[config.mk]
export PLATFORM = sky130hd
export DESIGN_NAME = diff_drive_mixer_with_obstacle_stop_unit
export DESIGN_NICKNAME = d
export VERILOG_FILES = /design/src/design/ddm_pkg.sv /design/src/design/ddm_div.sv /design/src/design/ddm_ctrl.sv /design/src/design/ddm_dp.sv /design/src/design/diff_drive_mixer_with_obstacle_stop_unit.sv
export SDC_FILE = /design/constraint.sdc
export NUM_CORES = 2
export LEC_CHECK = 0
export BUFFER_PORTS_ARGS = -buffer_cell sky130_fd_sc_hd__buf_2
export CORE_MARGIN = 8
export CORE_UTILIZATION = 50
export DETAILED_ROUTE_END_ITERATION = 16
export GPL_TIMING_DRIVEN = 0
export PLACE_DENSITY = 0.77
export SYNTH_ARGS = -nofsm -noshare
export SYNTH_HDL_FRONTEND = slang
export SYNTH_SLANG_ARGS = --single-unit
[constraint.sdc]
create_clock -name clk -period 7.6 [get_ports clk]
set_input_delay 0.76 -clock clk [delete_from_list [all_inputs] [get_ports clk]]
set_output_delay 0.76 -clock clk [all_outputs]
set_load 0.005 [all_outputs]
[src/design/ddm_pkg.sv]
// Shared types and constants for the differential-drive mixer with obstacle stop.
// Request/result payload structs, controller/datapath command and status structs.
// No dependencies.
package ddm_pkg;

    localparam int SPEED_WIDTH = 24;             // wheel speed setpoint width
    localparam int VEL_W       = 24;             // velocity command width
    localparam int LEN_W       = 16;             // Q4.12 lengths and ranges
    localparam int LIMIT_W     = 23;             // speed_limit register width
    localparam int CFG_DATA_W  = 23;             // widest config register
    localparam int CFG_IDX_W   = 3;
    localparam int VS_SHIFT    = 13;             // v scaled to Q.25
    localparam int PROD_W      = VEL_W + LEN_W;  // w * axle
    localparam int NUM_W       = PROD_W + 1;     // numerator after add
    localparam int DIV_W       = LEN_W + 1;      // 2 * wheel radius
    localparam int DIV_STEPS   = NUM_W;          // one quotient bit per step
    localparam int CNT_W       = $clog2(DIV_STEPS + 1);
    localparam int LIM_W       = SPEED_WIDTH - 1;

    // request action codes
    localparam logic ACT_VEL   = 1'b0;           // velocity command
    localparam logic ACT_RANGE = 1'b1;           // range reading

    typedef enum logic [CFG_IDX_W-1:0] {
        REG_AXLE     = 3'd0,
        REG_RADIUS   = 3'd1,
        REG_LIMIT    = 3'd2,
        REG_STOPBAND = 3'd3,
        REG_OBSTDIST = 3'd4
    } ddm_reg_idx_t;

    localparam logic [LEN_W-1:0]   AXLE_RST     = 16'd1024;
    localparam logic [LEN_W-1:0]   RADIUS_RST   = 16'd205;
    localparam logic [LIMIT_W-1:0] LIMIT_RST    = 23'd81920;
    localparam logic [LEN_W-1:0]   STOPBAND_RST = 16'd4;
    localparam logic [LEN_W-1:0]   OBSTDIST_RST = 16'd512;

    localparam logic [LIM_W-1:0]   SPEED_TOP    = '1;

    typedef struct packed {
        logic                    action;
        logic signed [VEL_W-1:0] linear_vel;
        logic signed [VEL_W-1:0] angular_vel;
        logic [LEN_W-1:0]        range_value;
        logic [LEN_W-1:0]        range_min;
        logic [LEN_W-1:0]        range_max;
    } ddm_req_t;

    typedef struct packed {
        logic signed [SPEED_WIDTH-1:0] right_speed;
        logic signed [SPEED_WIDTH-1:0] left_speed;
        logic                          halt;
    } ddm_res_t;

    typedef struct packed {
        logic load_req;
        logic mul;
        logic sum;
        logic div_start;
        logic cmd_commit;
        logic rng_clear;
        logic rng_emit;
    } ddm_cmd_t;

    typedef struct packed {
        logic div_busy;
        logic rng_valid;
        logic rng_hit;
        logic out_free;
    } ddm_status_t;

endpackage

[src/design/ddm_div.sv]
// Restoring serial divider: magnitude of a signed numerator over an unsigned divisor,
// one quotient bit per cycle. Uses ddm_pkg.
module ddm_div
    import ddm_pkg::*;
(
    input  logic                    clk,
    input  logic                    rst_n,
    input  logic                    start,
    input  logic signed [NUM_W-1:0] num,
    input  logic [DIV_W-1:0]        divisor,
    output logic                    busy,
    output logic                    neg,
    output logic                    nonzero,
    output logic [NUM_W-1:0]        quo
);

    logic             busy_reg, busy_next;
    logic [CNT_W-1:0] cnt_reg, cnt_next;
    logic [NUM_W-1:0] quo_reg, quo_next;
    logic [DIV_W-1:0] rem_reg, rem_next;
    logic             neg_reg, neg_next;
    logic             nz_reg, nz_next;

    logic [DIV_W:0]   rem_sh;
    logic [DIV_W+1:0] diff;
    logic             ge;

    assign rem_sh = {rem_reg, quo_reg[NUM_W-1]};
    assign diff   = {1'b0, rem_sh} - {2'b00, divisor};
    assign ge     = !diff[DIV_W+1];

    always_comb
    begin
        busy_next = busy_reg;
        cnt_next  = cnt_reg;
        quo_next  = quo_reg;
        rem_next  = rem_reg;
        neg_next  = neg_reg;
        nz_next   = nz_reg;
        if (start)
        begin
            busy_next = 1'b1;
            cnt_next  = CNT_W'(DIV_STEPS);
            quo_next  = num[NUM_W-1] ? NUM_W'(-num) : NUM_W'(num);
            rem_next  = '0;
            neg_next  = num[NUM_W-1];
            nz_next   = (num != '0);
        end
        else if (busy_reg)
        begin
            quo_next = {quo_reg[NUM_W-2:0], ge};
            rem_next = ge ? diff[DIV_W-1:0] : rem_sh[DIV_W-1:0];
            cnt_next = cnt_reg - CNT_W'(1);
            if (cnt_reg == CNT_W'(1))
            begin
                busy_next = 1'b0;
            end
        end
    end

    always_ff @(posedge clk or negedge rst_n)
    begin
        if (!rst_n)
        begin
            busy_reg <= 1'b0;
            cnt_reg  <= '0;
        end
        else
        begin
            busy_reg <= busy_next;
            cnt_reg  <= cnt_next;
        end
    end

    always_ff @(posedge clk)
    begin
        quo_reg <= quo_next;
        rem_reg <= rem_next;
        neg_reg <= neg_next;
        nz_reg  <= nz_next;
    end

    assign busy    = busy_reg;
    assign neg     = neg_reg;
    assign nonzero = nz_reg;
    assign quo     = quo_reg;

endmodule

[src/design/ddm_ctrl.sv]
// Sequencing state machine: request intake, multiply, add, divide, commit; range checks.
// Drives datapath commands, reads datapath status. Uses ddm_pkg.
module ddm_ctrl
    import ddm_pkg::*;
(
    input  logic        clk,
    input  logic        rst_n,
    input  logic        req_valid,
    input  logic        req_action,
    output logic        req_stall,
    input  ddm_status_t status,
    output ddm_cmd_t    cmd
);

    typedef enum logic [6:0] {
        S_IDLE = 7'b0000001,
        S_MUL  = 7'b0000010,
        S_SUM  = 7'b0000100,
        S_LOAD = 7'b0001000,
        S_DIV  = 7'b0010000,
        S_FIN  = 7'b0100000,
        S_RNG  = 7'b1000000
    } ddm_state_t;

    ddm_state_t state_reg, state_next;

    always_comb
    begin
        state_next = state_reg;
        cmd        = '0;
        unique case (state_reg)
            S_IDLE:
            begin
                if (req_valid)
                begin
                    cmd.load_req = 1'b1;
                    state_next   = req_action ? S_RNG : S_MUL;
                end
            end
            S_MUL:
            begin
                cmd.mul    = 1'b1;
                state_next = S_SUM;
            end
            S_SUM:
            begin
                cmd.sum    = 1'b1;
                state_next = S_LOAD;
            end
            S_LOAD:
            begin
                cmd.div_start = 1'b1;
                state_next    = S_DIV;
            end
            S_DIV:
            begin
                if (!status.div_busy)
                begin
                    state_next = S_FIN;
                end
            end
            S_FIN:
            begin
                if (status.out_free)
                begin
                    cmd.cmd_commit = 1'b1;
                    state_next     = S_IDLE;
                end
            end
            S_RNG:
            begin
                if (status.rng_hit)
                begin
                    // obstacle: wait for the output register, then re-emit with halt
                    if (status.out_free)
                    begin
                        cmd.rng_emit = 1'b1;
                        state_next   = S_IDLE;
                    end
                end
                else
                begin
                    cmd.rng_clear = status.rng_valid;
                    state_next    = S_IDLE;
                end
            end
            default:
            begin
                state_next = S_IDLE;
            end
        endcase
    end

    always_ff @(posedge clk or negedge rst_n)
    begin
        if (!rst_n)
        begin
            state_reg <= S_IDLE;
        end
        else
        begin
            state_reg <= state_next;
        end
    end

    assign req_stall = (state_reg != S_IDLE);

endmodule

[src/design/ddm_dp.sv]
// Datapath: config registers, request capture, w*axle multiply, numerator add,
// two serial dividers, clamp, stop logic, held state and result register. Uses ddm_pkg.
module ddm_dp
    import ddm_pkg::*;
(
    input  logic                  clk,
    input  logic                  rst_n,
    input  logic                  cfg_we,
    input  logic [CFG_IDX_W-1:0]  cfg_index,
    input  logic [CFG_DATA_W-1:0] cfg_data,
    input  ddm_req_t              req,
    output ddm_res_t              res,
    output logic                  res_valid,
    input  logic                  res_stall,
    input  ddm_cmd_t              cmd,
    output ddm_status_t           status
);

    // configuration
    logic [LEN_W-1:0]   axle_reg, radius_reg, stopband_reg, obstdist_reg;
    logic [LIMIT_W-1:0] limit_reg;

    // captured request
    logic signed [VEL_W-1:0] v_reg, w_reg;
    logic [LEN_W-1:0]        rv_reg, rmin_reg, rmax_reg;

    logic signed [PROD_W-1:0] prod_reg;
    logic signed [NUM_W-1:0]  num_r_reg, num_l_reg;

    // held state
    logic signed [SPEED_WIDTH-1:0] held_r_reg, held_l_reg;
    logic                          obst_reg, fwd_reg;

    ddm_res_t res_reg;
    logic     res_valid_reg;

    always_ff @(posedge clk or negedge rst_n)
    begin
        if (!rst_n)
        begin
            axle_reg     <= AXLE_RST;
            radius_reg   <= RADIUS_RST;
            limit_reg    <= LIMIT_RST;
            stopband_reg <= STOPBAND_RST;
            obstdist_reg <= OBSTDIST_RST;
        end
        else if (cfg_we)
        begin
            unique case (ddm_reg_idx_t'(cfg_index))
                REG_AXLE:     axle_reg     <= cfg_data[LEN_W-1:0];
                REG_RADIUS:   radius_reg   <= cfg_data[LEN_W-1:0];
                REG_LIMIT:    limit_reg    <= cfg_data[LIMIT_W-1:0];
                REG_STOPBAND: stopband_reg <= cfg_data[LEN_W-1:0];
                REG_OBSTDIST: obstdist_reg <= cfg_data[LEN_W-1:0];
                default:      ;
            endcase
        end
    end

    // multiply and add
    logic signed [NUM_W-1:0]          prod_full;
    logic signed [VEL_W+VS_SHIFT-1:0] vs;

    assign prod_full = w_reg * $signed({1'b0, axle_reg});
    assign vs        = {v_reg, VS_SHIFT'(0)};

    always_ff @(posedge clk)
    begin
        if (cmd.load_req)
        begin
            v_reg    <= req.linear_vel;
            w_reg    <= req.angular_vel;
            rv_reg   <= req.range_value;
            rmin_reg <= req.range_min;
            rmax_reg <= req.range_max;
        end
        if (cmd.mul)
        begin
            prod_reg <= prod_full[PROD_W-1:0];
        end
        if (cmd.sum)
        begin
            num_r_reg <= NUM_W'(vs) + NUM_W'(prod_reg);
            num_l_reg <= NUM_W'(vs) - NUM_W'(prod_reg);
        end
    end

    // dividers, divisor is 2*radius
    logic [DIV_W-1:0] divisor;
    logic             busy_r, busy_l, neg_r, neg_l, nz_r, nz_l;
    logic [NUM_W-1:0] quo_r, quo_l;

    assign divisor = {radius_reg, 1'b0};

    ddm_div u_div_r (
        .clk     (clk),
        .rst_n   (rst_n),
        .start   (cmd.div_start),
        .num     (num_r_reg),
        .divisor (divisor),
        .busy    (busy_r),
        .neg     (neg_r),
        .nonzero (nz_r),
        .quo     (quo_r)
    );

    ddm_div u_div_l (
        .clk     (clk),
        .rst_n   (rst_n),
        .start   (cmd.div_start),
        .num     (num_l_reg),
        .divisor (divisor),
        .busy    (busy_l),
        .neg     (neg_l),
        .nonzero (nz_l),
        .quo     (quo_l)
    );

    // clamp: limit never exceeds the largest positive speed
    localparam int CMP_W = (LIMIT_W > LIM_W) ? LIMIT_W : LIM_W;

    logic [LIM_W-1:0] eff_lim;
    logic [LIM_W-1:0] q_r, q_l;
    logic signed [SPEED_WIDTH-1:0] speed_r, speed_l;
    logic halt_cmd, fwd_cmd;

    assign eff_lim = (CMP_W'(limit_reg) < CMP_W'(SPEED_TOP)) ?
                     LIM_W'(limit_reg) : SPEED_TOP;

    always_comb
    begin
        // zero radius saturates the quotient
        if (radius_reg == '0)
        begin
            q_r = nz_r ? eff_lim : '0;
            q_l = nz_l ? eff_lim : '0;
        end
        else
        begin
            q_r = (quo_r > NUM_W'(eff_lim)) ? eff_lim : quo_r[LIM_W-1:0];
            q_l = (quo_l > NUM_W'(eff_lim)) ? eff_lim : quo_l[LIM_W-1:0];
        end
    end

    assign speed_r  = neg_r ? -$signed({1'b0, q_r}) : $signed({1'b0, q_r});
    assign speed_l  = neg_l ? -$signed({1'b0, q_l}) : $signed({1'b0, q_l});
    assign fwd_cmd  = !v_reg[VEL_W-1] && (v_reg != '0);
    assign halt_cmd = ((q_r <= LIM_W'(stopband_reg)) && (q_l <= LIM_W'(stopband_reg)))
                      || (obst_reg && fwd_cmd);

    // range reading
    logic rng_valid, rng_hit;

    assign rng_valid = (rv_reg > rmin_reg) && (rv_reg < rmax_reg);
    assign rng_hit   = rng_valid && fwd_reg && (rv_reg < obstdist_reg);

    // held state and result register
    always_ff @(posedge clk or negedge rst_n)
    begin
        if (!rst_n)
        begin
            held_r_reg    <= '0;
            held_l_reg    <= '0;
            obst_reg      <= 1'b1;
            fwd_reg       <= 1'b0;
            res_valid_reg <= 1'b0;
        end
        else
        begin
            if (cmd.cmd_commit)
            begin
                held_r_reg <= speed_r;
                held_l_reg <= speed_l;
                fwd_reg    <= fwd_cmd;
            end
            if (cmd.rng_emit)
            begin
                obst_reg <= 1'b1;
            end
            else if (cmd.rng_clear)
            begin
                obst_reg <= 1'b0;
            end
            if (cmd.cmd_commit || cmd.rng_emit)
            begin
                res_valid_reg <= 1'b1;
            end
            else if (!res_stall)
            begin
                res_valid_reg <= 1'b0;
            end
        end
    end

    always_ff @(posedge clk)
    begin
        if (cmd.cmd_commit)
        begin
            res_reg.right_speed <= speed_r;
            res_reg.left_speed  <= speed_l;
            res_reg.halt        <= halt_cmd;
        end
        else if (cmd.rng_emit)
        begin
            res_reg.right_speed <= held_r_reg;
            res_reg.left_speed  <= held_l_reg;
            res_reg.halt        <= 1'b1;
        end
    end

    assign res       = res_reg;
    assign res_valid = res_valid_reg;

    assign status.div_busy  = busy_r || busy_l;
    assign status.rng_valid = rng_valid;
    assign status.rng_hit   = rng_hit;
    assign status.out_free  = !res_valid_reg || !res_stall;

endmodule

[src/design/diff_drive_mixer_with_obstacle_stop_unit.sv]
// Velocity command: multiply, add, divider load, 41 divider steps, done check, commit.
// Range reading: an obstacle result, if any, follows the check of the captured reading.
// One request at a time: req_stall holds the input until a command commits or a reading
// is checked, longer while a finished result waits on res_stall.
// Reset (rst_n, async active low): config registers to defaults, held speeds zero,
// obstacle flag set, no result pending.
module diff_drive_mixer_with_obstacle_stop_unit
    import ddm_pkg::*;
(
    input  logic                  clk,
    input  logic                  rst_n,
    input  logic                  cfg_we,
    input  logic [CFG_IDX_W-1:0]  cfg_index,
    input  logic [CFG_DATA_W-1:0] cfg_data,
    input  logic                  req_valid,
    output logic                  req_stall,
    input  ddm_req_t              req,
    output logic                  res_valid,
    input  logic                  res_stall,
    output ddm_res_t              res
);

    ddm_cmd_t    cmd;
    ddm_status_t status;

    ddm_ctrl u_ctrl (
        .clk        (clk),
        .rst_n      (rst_n),
        .req_valid  (req_valid),
        .req_action (req.action),
        .req_stall  (req_stall),
        .status     (status),
        .cmd        (cmd)
    );

    ddm_dp u_dp (
        .clk       (clk),
        .rst_n     (rst_n),
        .cfg_we    (cfg_we),
        .cfg_index (cfg_index),
        .cfg_data  (cfg_data),
        .req       (req),
        .res       (res),
        .res_valid (res_valid),
        .res_stall (res_stall),
        .cmd       (cmd),
        .status    (status)
    );

endmodule

==> impl.org <==
** Outcome
- The run finished with clean final reports.

** Critical path
- Among all stages on the critical path, the largest delay is contributed by sky130_fd_sc_hd__dfrtp_1.
- Arrival time at the worst endpoint :: 7730 ps
- Critical path required time :: between 7000 and 8000 ps
- Worst Path Class, Setup :: reg2reg
- Walking the worst path, the cells encountered are clkbuf_2, nand2_1, fa_1, fa_1, inv_1, fa_1, inv_1, fa_1, fa_1, inv_1, fa_1, ha_1, a21o_1, a21o_1, a21oi_1, o21ai_0, and3_1, nor3_1, o21ai_0, a211o_1, a21oi_1, xnor2_1.
- Largest fanout on the critical path :: 10
- Among the stages of the critical path, the cell type that occurs most often is sky130_fd_sc_hd__fa_1.
- The most critical setup path has its startpoint at u_dp.axle_reg[8].
- Crit path largest cell delay :: between 600 and 700 ps
- CP startpoint kind :: flop
- Worst flop-to-flop path startpoint :: u_dp.axle_reg[8]
- STA classifies the critical path endpoint as a flop.

** Logic synthesis
- Count of yosys warnings during synthesis :: 0
- Top cells by area, synth :: sky130_fd_sc_hd__edfxtp_1, sky130_fd_sc_hd__fa_1, sky130_fd_sc_hd__ha_1
- Summed over all instances, the cell type with the most area after synthesis is sky130_fd_sc_hd__edfxtp_1.
- Synthesis instantiated 89 different standard cells from the library.
- Summing the sequential cell areas from Yosys gives around a third of the chip area.
- Area fraction of the dominant cell type after synthesis :: between 20% and 30%
- Counting flops with a built-in enable in the synthesized netlist gives 352.
- When the netlist entered floorplanning its net count stood at between 5000 and 6000.
- Among all flip-flop cells after synthesis, the most frequent one is sky130_fd_sc_hd__edfxtp_1.
- Synthesized area per cell :: around 10 sq um
- Syn Inst Count :: roughly 4400
- Post-Synthesis Cell Area :: ~44000 sq um
- After synthesis, the share of flip-flops with an asynchronous set or reset is just under 30%.
- Flop and latch count out of synthesis :: ~550

** Final layout
- The register with the most flip-flops in the layout has between 40 and 50 of them.
- Once layout is complete, the cells apart from fillers number approximately 5800.
- The library cell used most frequently in the layout, excluding fill and tap cells, is sky130_fd_sc_hd__inv_1.
- Layout net count :: roughly 5400
- In the final layout, the share of cells above drive strength 1 is a little under a tenth.
- From synthesis to final layout, the design area changed by 10.8%.
- Commonest cells after routing, fill and taps aside :: sky130_fd_sc_hd__inv_1, sky130_fd_sc_hd__nand2_1, sky130_fd_sc_hd__fa_1

** Clock network
- Clock tree sinks :: ~550
- Once the clock tree was built, the setup fixing pass inserted 0 buffers.
- Clock insertion delay at the later pin of the skew report :: 680 ps
- Clock tree synthesis inserted a total of 60 buffers.
- CTS Root Cell :: sky130_fd_sc_hd__clkbuf_16
- In this run, post-CTS hold repair placed 0 buffers.
- After clock tree synthesis, the clock-pin slew on the worst setup and hold paths is roughly 60 ps.
- TritonCTS built the clock tree.
- Count of H-tree levels built during CTS :: 2
- Longest Clk Path Bufs :: 3

** Die
- In this run the count of I/O pins placed on the die edge is around 180.
- Die width :: roughly 310 microns
- Height of the die :: roughly 310 microns
- Total Die Area :: 97000 sq um
- In this run the core area contains 108 standard-cell rows.
- The total area inside the core boundary comes to slightly below 90000 sq um.
- Initial cell density of the core :: between 50% and 60%

** Worst hold path
- Hold crit path type :: in2async

** Timing
- Minimum period implied by the final worst setup slack :: between 7000 and 8000 ps
- The final critical path takes up about 97% of the cycle.
- Across the routed clock network, the largest skew measured is 63.9 ps.
- Setup violations remaining at the end of the flow were counted as 0.
- RSZ-0062 raised after global routing :: yes
- In this run the tightest slew margin relative to its limit is 22.0%.
- Measured slew at the worst slew-check pin :: around 1200 ps
- Fin. Hold Viols :: 0
- Final slew viol count :: 0
- Timing would allow up to around 140 MHz.

** Global route
- First-pass GRT wire length :: between 150 and 200 mm
- Global routing used roughly a quarter of the available tracks across all layers.
- The number of global-route vias before repair came to roughly 34000.
- After global routing the overflow that remains totals 0.
- The number of antenna violations at the first check in global routing came to 4.
- Pin count of the biggest net entering global routing :: approximately 100

** Placement
- At the end of routability-driven placement, the weighted congestion stood at around 0.98.
- Summed over all nets, the half-perimeter wirelength after detailed placement is around 94 mm.
- In this run, placement finished with an instance count of 5706.
- During placement, the flow inserted port buffers numbering approximately 180.

** Detailed routing
- After detailed routing, the average wire length per cell comes to around 20 microns.
- Wires add up to 117 mm.
- DR vias :: around 33000
- Antenna viol nets, final :: 0
- Drt via density :: between 5 and 6
- Remaining DRCs :: 0
- Iteration-0 DRC Markers :: ~2200
- For this run, the detailed router's first-pass iteration total came to 6.

** Run
- Max-cap violations in this run came to 0.
-- cells in the mapped netlist (12+ instances only) --
cell type                    n
sky130_fd_sc_hd__a211oi_1   18
sky130_fd_sc_hd__a21o_1     58
sky130_fd_sc_hd__a21oi_1   142
sky130_fd_sc_hd__a22o_1     16
sky130_fd_sc_hd__a22oi_1    14
sky130_fd_sc_hd__a31oi_1    14
sky130_fd_sc_hd__and2_1    170
sky130_fd_sc_hd__and3_1     18
sky130_fd_sc_hd__clkbuf_1  160
sky130_fd_sc_hd__dfrtp_1   147
sky130_fd_sc_hd__dfstp_2    12
sky130_fd_sc_hd__dfxtp_1    34
sky130_fd_sc_hd__edfxtp_1  352
sky130_fd_sc_hd__fa_1      375
sky130_fd_sc_hd__ha_1      317
sky130_fd_sc_hd__inv_1     601
sky130_fd_sc_hd__mux2_2     41
sky130_fd_sc_hd__mux2i_1    42
sky130_fd_sc_hd__nand2_1   562
sky130_fd_sc_hd__nand2b_1   34
sky130_fd_sc_hd__nand3_1    60
sky130_fd_sc_hd__nand4_1    33
sky130_fd_sc_hd__nor2_1    149
sky130_fd_sc_hd__nor2b_1    33
sky130_fd_sc_hd__nor3_1     58
sky130_fd_sc_hd__nor4_1     43
sky130_fd_sc_hd__o21a_1     27
sky130_fd_sc_hd__o21ai_0   300
sky130_fd_sc_hd__o31ai_1    33
sky130_fd_sc_hd__o41ai_1    28
sky130_fd_sc_hd__or2_2      21
sky130_fd_sc_hd__or3_1      31
sky130_fd_sc_hd__or4_1      18
sky130_fd_sc_hd__xnor2_1   112
sky130_fd_sc_hd__xor2_1    127
-- critical path: cells and delay by family (launching register included) --
kind	cells	cell delay, ps
adder cells (fa/ha/maj)	7	3530
AO/OA/AOI/OAI	7	1470
AND/OR/NAND/NOR	3	610
buffers and inverters	4	590
XOR/XNOR	1	130
flip-flops	1	690
-- kinds of logic (layout without fill, tap and decap cells) --
group           Yosys count  after routing  synth area share (%)
mux                      84             84                  2.06
fa+ha+maj               692            692                  26.3
compound gates          765            765                  11.1
other cells               0              2                     0
buf+inv                 772           1069                  6.67
flops                   545            545                  34.9
simple gates           1269           1269                  14.2
xor+xnor                239            239                  4.80
-- layout make-up --
| class | instances | area (sq um) |
|---|---|---|
| buffer | 169 | 673 |
| clock buffer | 68 | 1580 |
| antenna | 2 | 5.00 |
| multi-input combinational | 3049 | 25500 |
| sequential | 545 | 15200 |
| timing repair buffer | 185 | 1050 |
| inverter | 602 | 2260 |
| clock inverter | 45 | 577 |
| tap | 1155 | 1450 |
| fill | 7306 | 38300 |
-- routing by layer --
metal	track usage, %	vias to the layer above	part of all wire, %
li1	-	15200	-
met1	28.1	16200	38
met2	41.4	1201	49
met3	4.12	361	6.6
met4	12.7	4	6.1
met5	0	-	0.019
-- what timing repair did --
| action | in CTS | in global routing |
|---|---|---|
| endpoints found under the setup margin | 3 | 7 |
| resized for setup | 6 | 37 |
| pin swaps | 0 | 0 |
-- final timing paths --
path | endpoint | slack [ps] | cells past startpoint
setup / recovery | u_dp.prod_reg[39] | 240 | 22
hold / removal | u_dp.radius_reg[5] | 5 | 1
setup reg to reg | u_dp.prod_reg[39] | 240 | 22
hold reg to reg | u_dp.held_r_reg[23] | 470 | 2
max in group asynchronous | u_dp.held_r_reg[20] | 6700 | 2
min in group clk | u_dp.rv_reg[13] | 250 | 1
-- per-stage QoR --
stage | TNS, ps | utilization, % | hold WS (ps) | area (sq um) | setup WS, ps
global placement | -194 | 53.1 | 462 | 46000 | -89.5
global route | -20.4 | 55.8 | 32.2 | 48400 | -20.4
floorplan | 0 | - | 430 | 43600 | 1070
finish | 0 | 55.8 | 5.40 | 48400 | 237
CTS | 0 | 55.8 | 8.29 | 48300 | 79.5
detailed placement | -213 | 53.3 | 459 | 46200 | -89.8
Power is not shown: default switching activity piles up to over one toggle a cycle in this logic, so the estimate is an artifact.
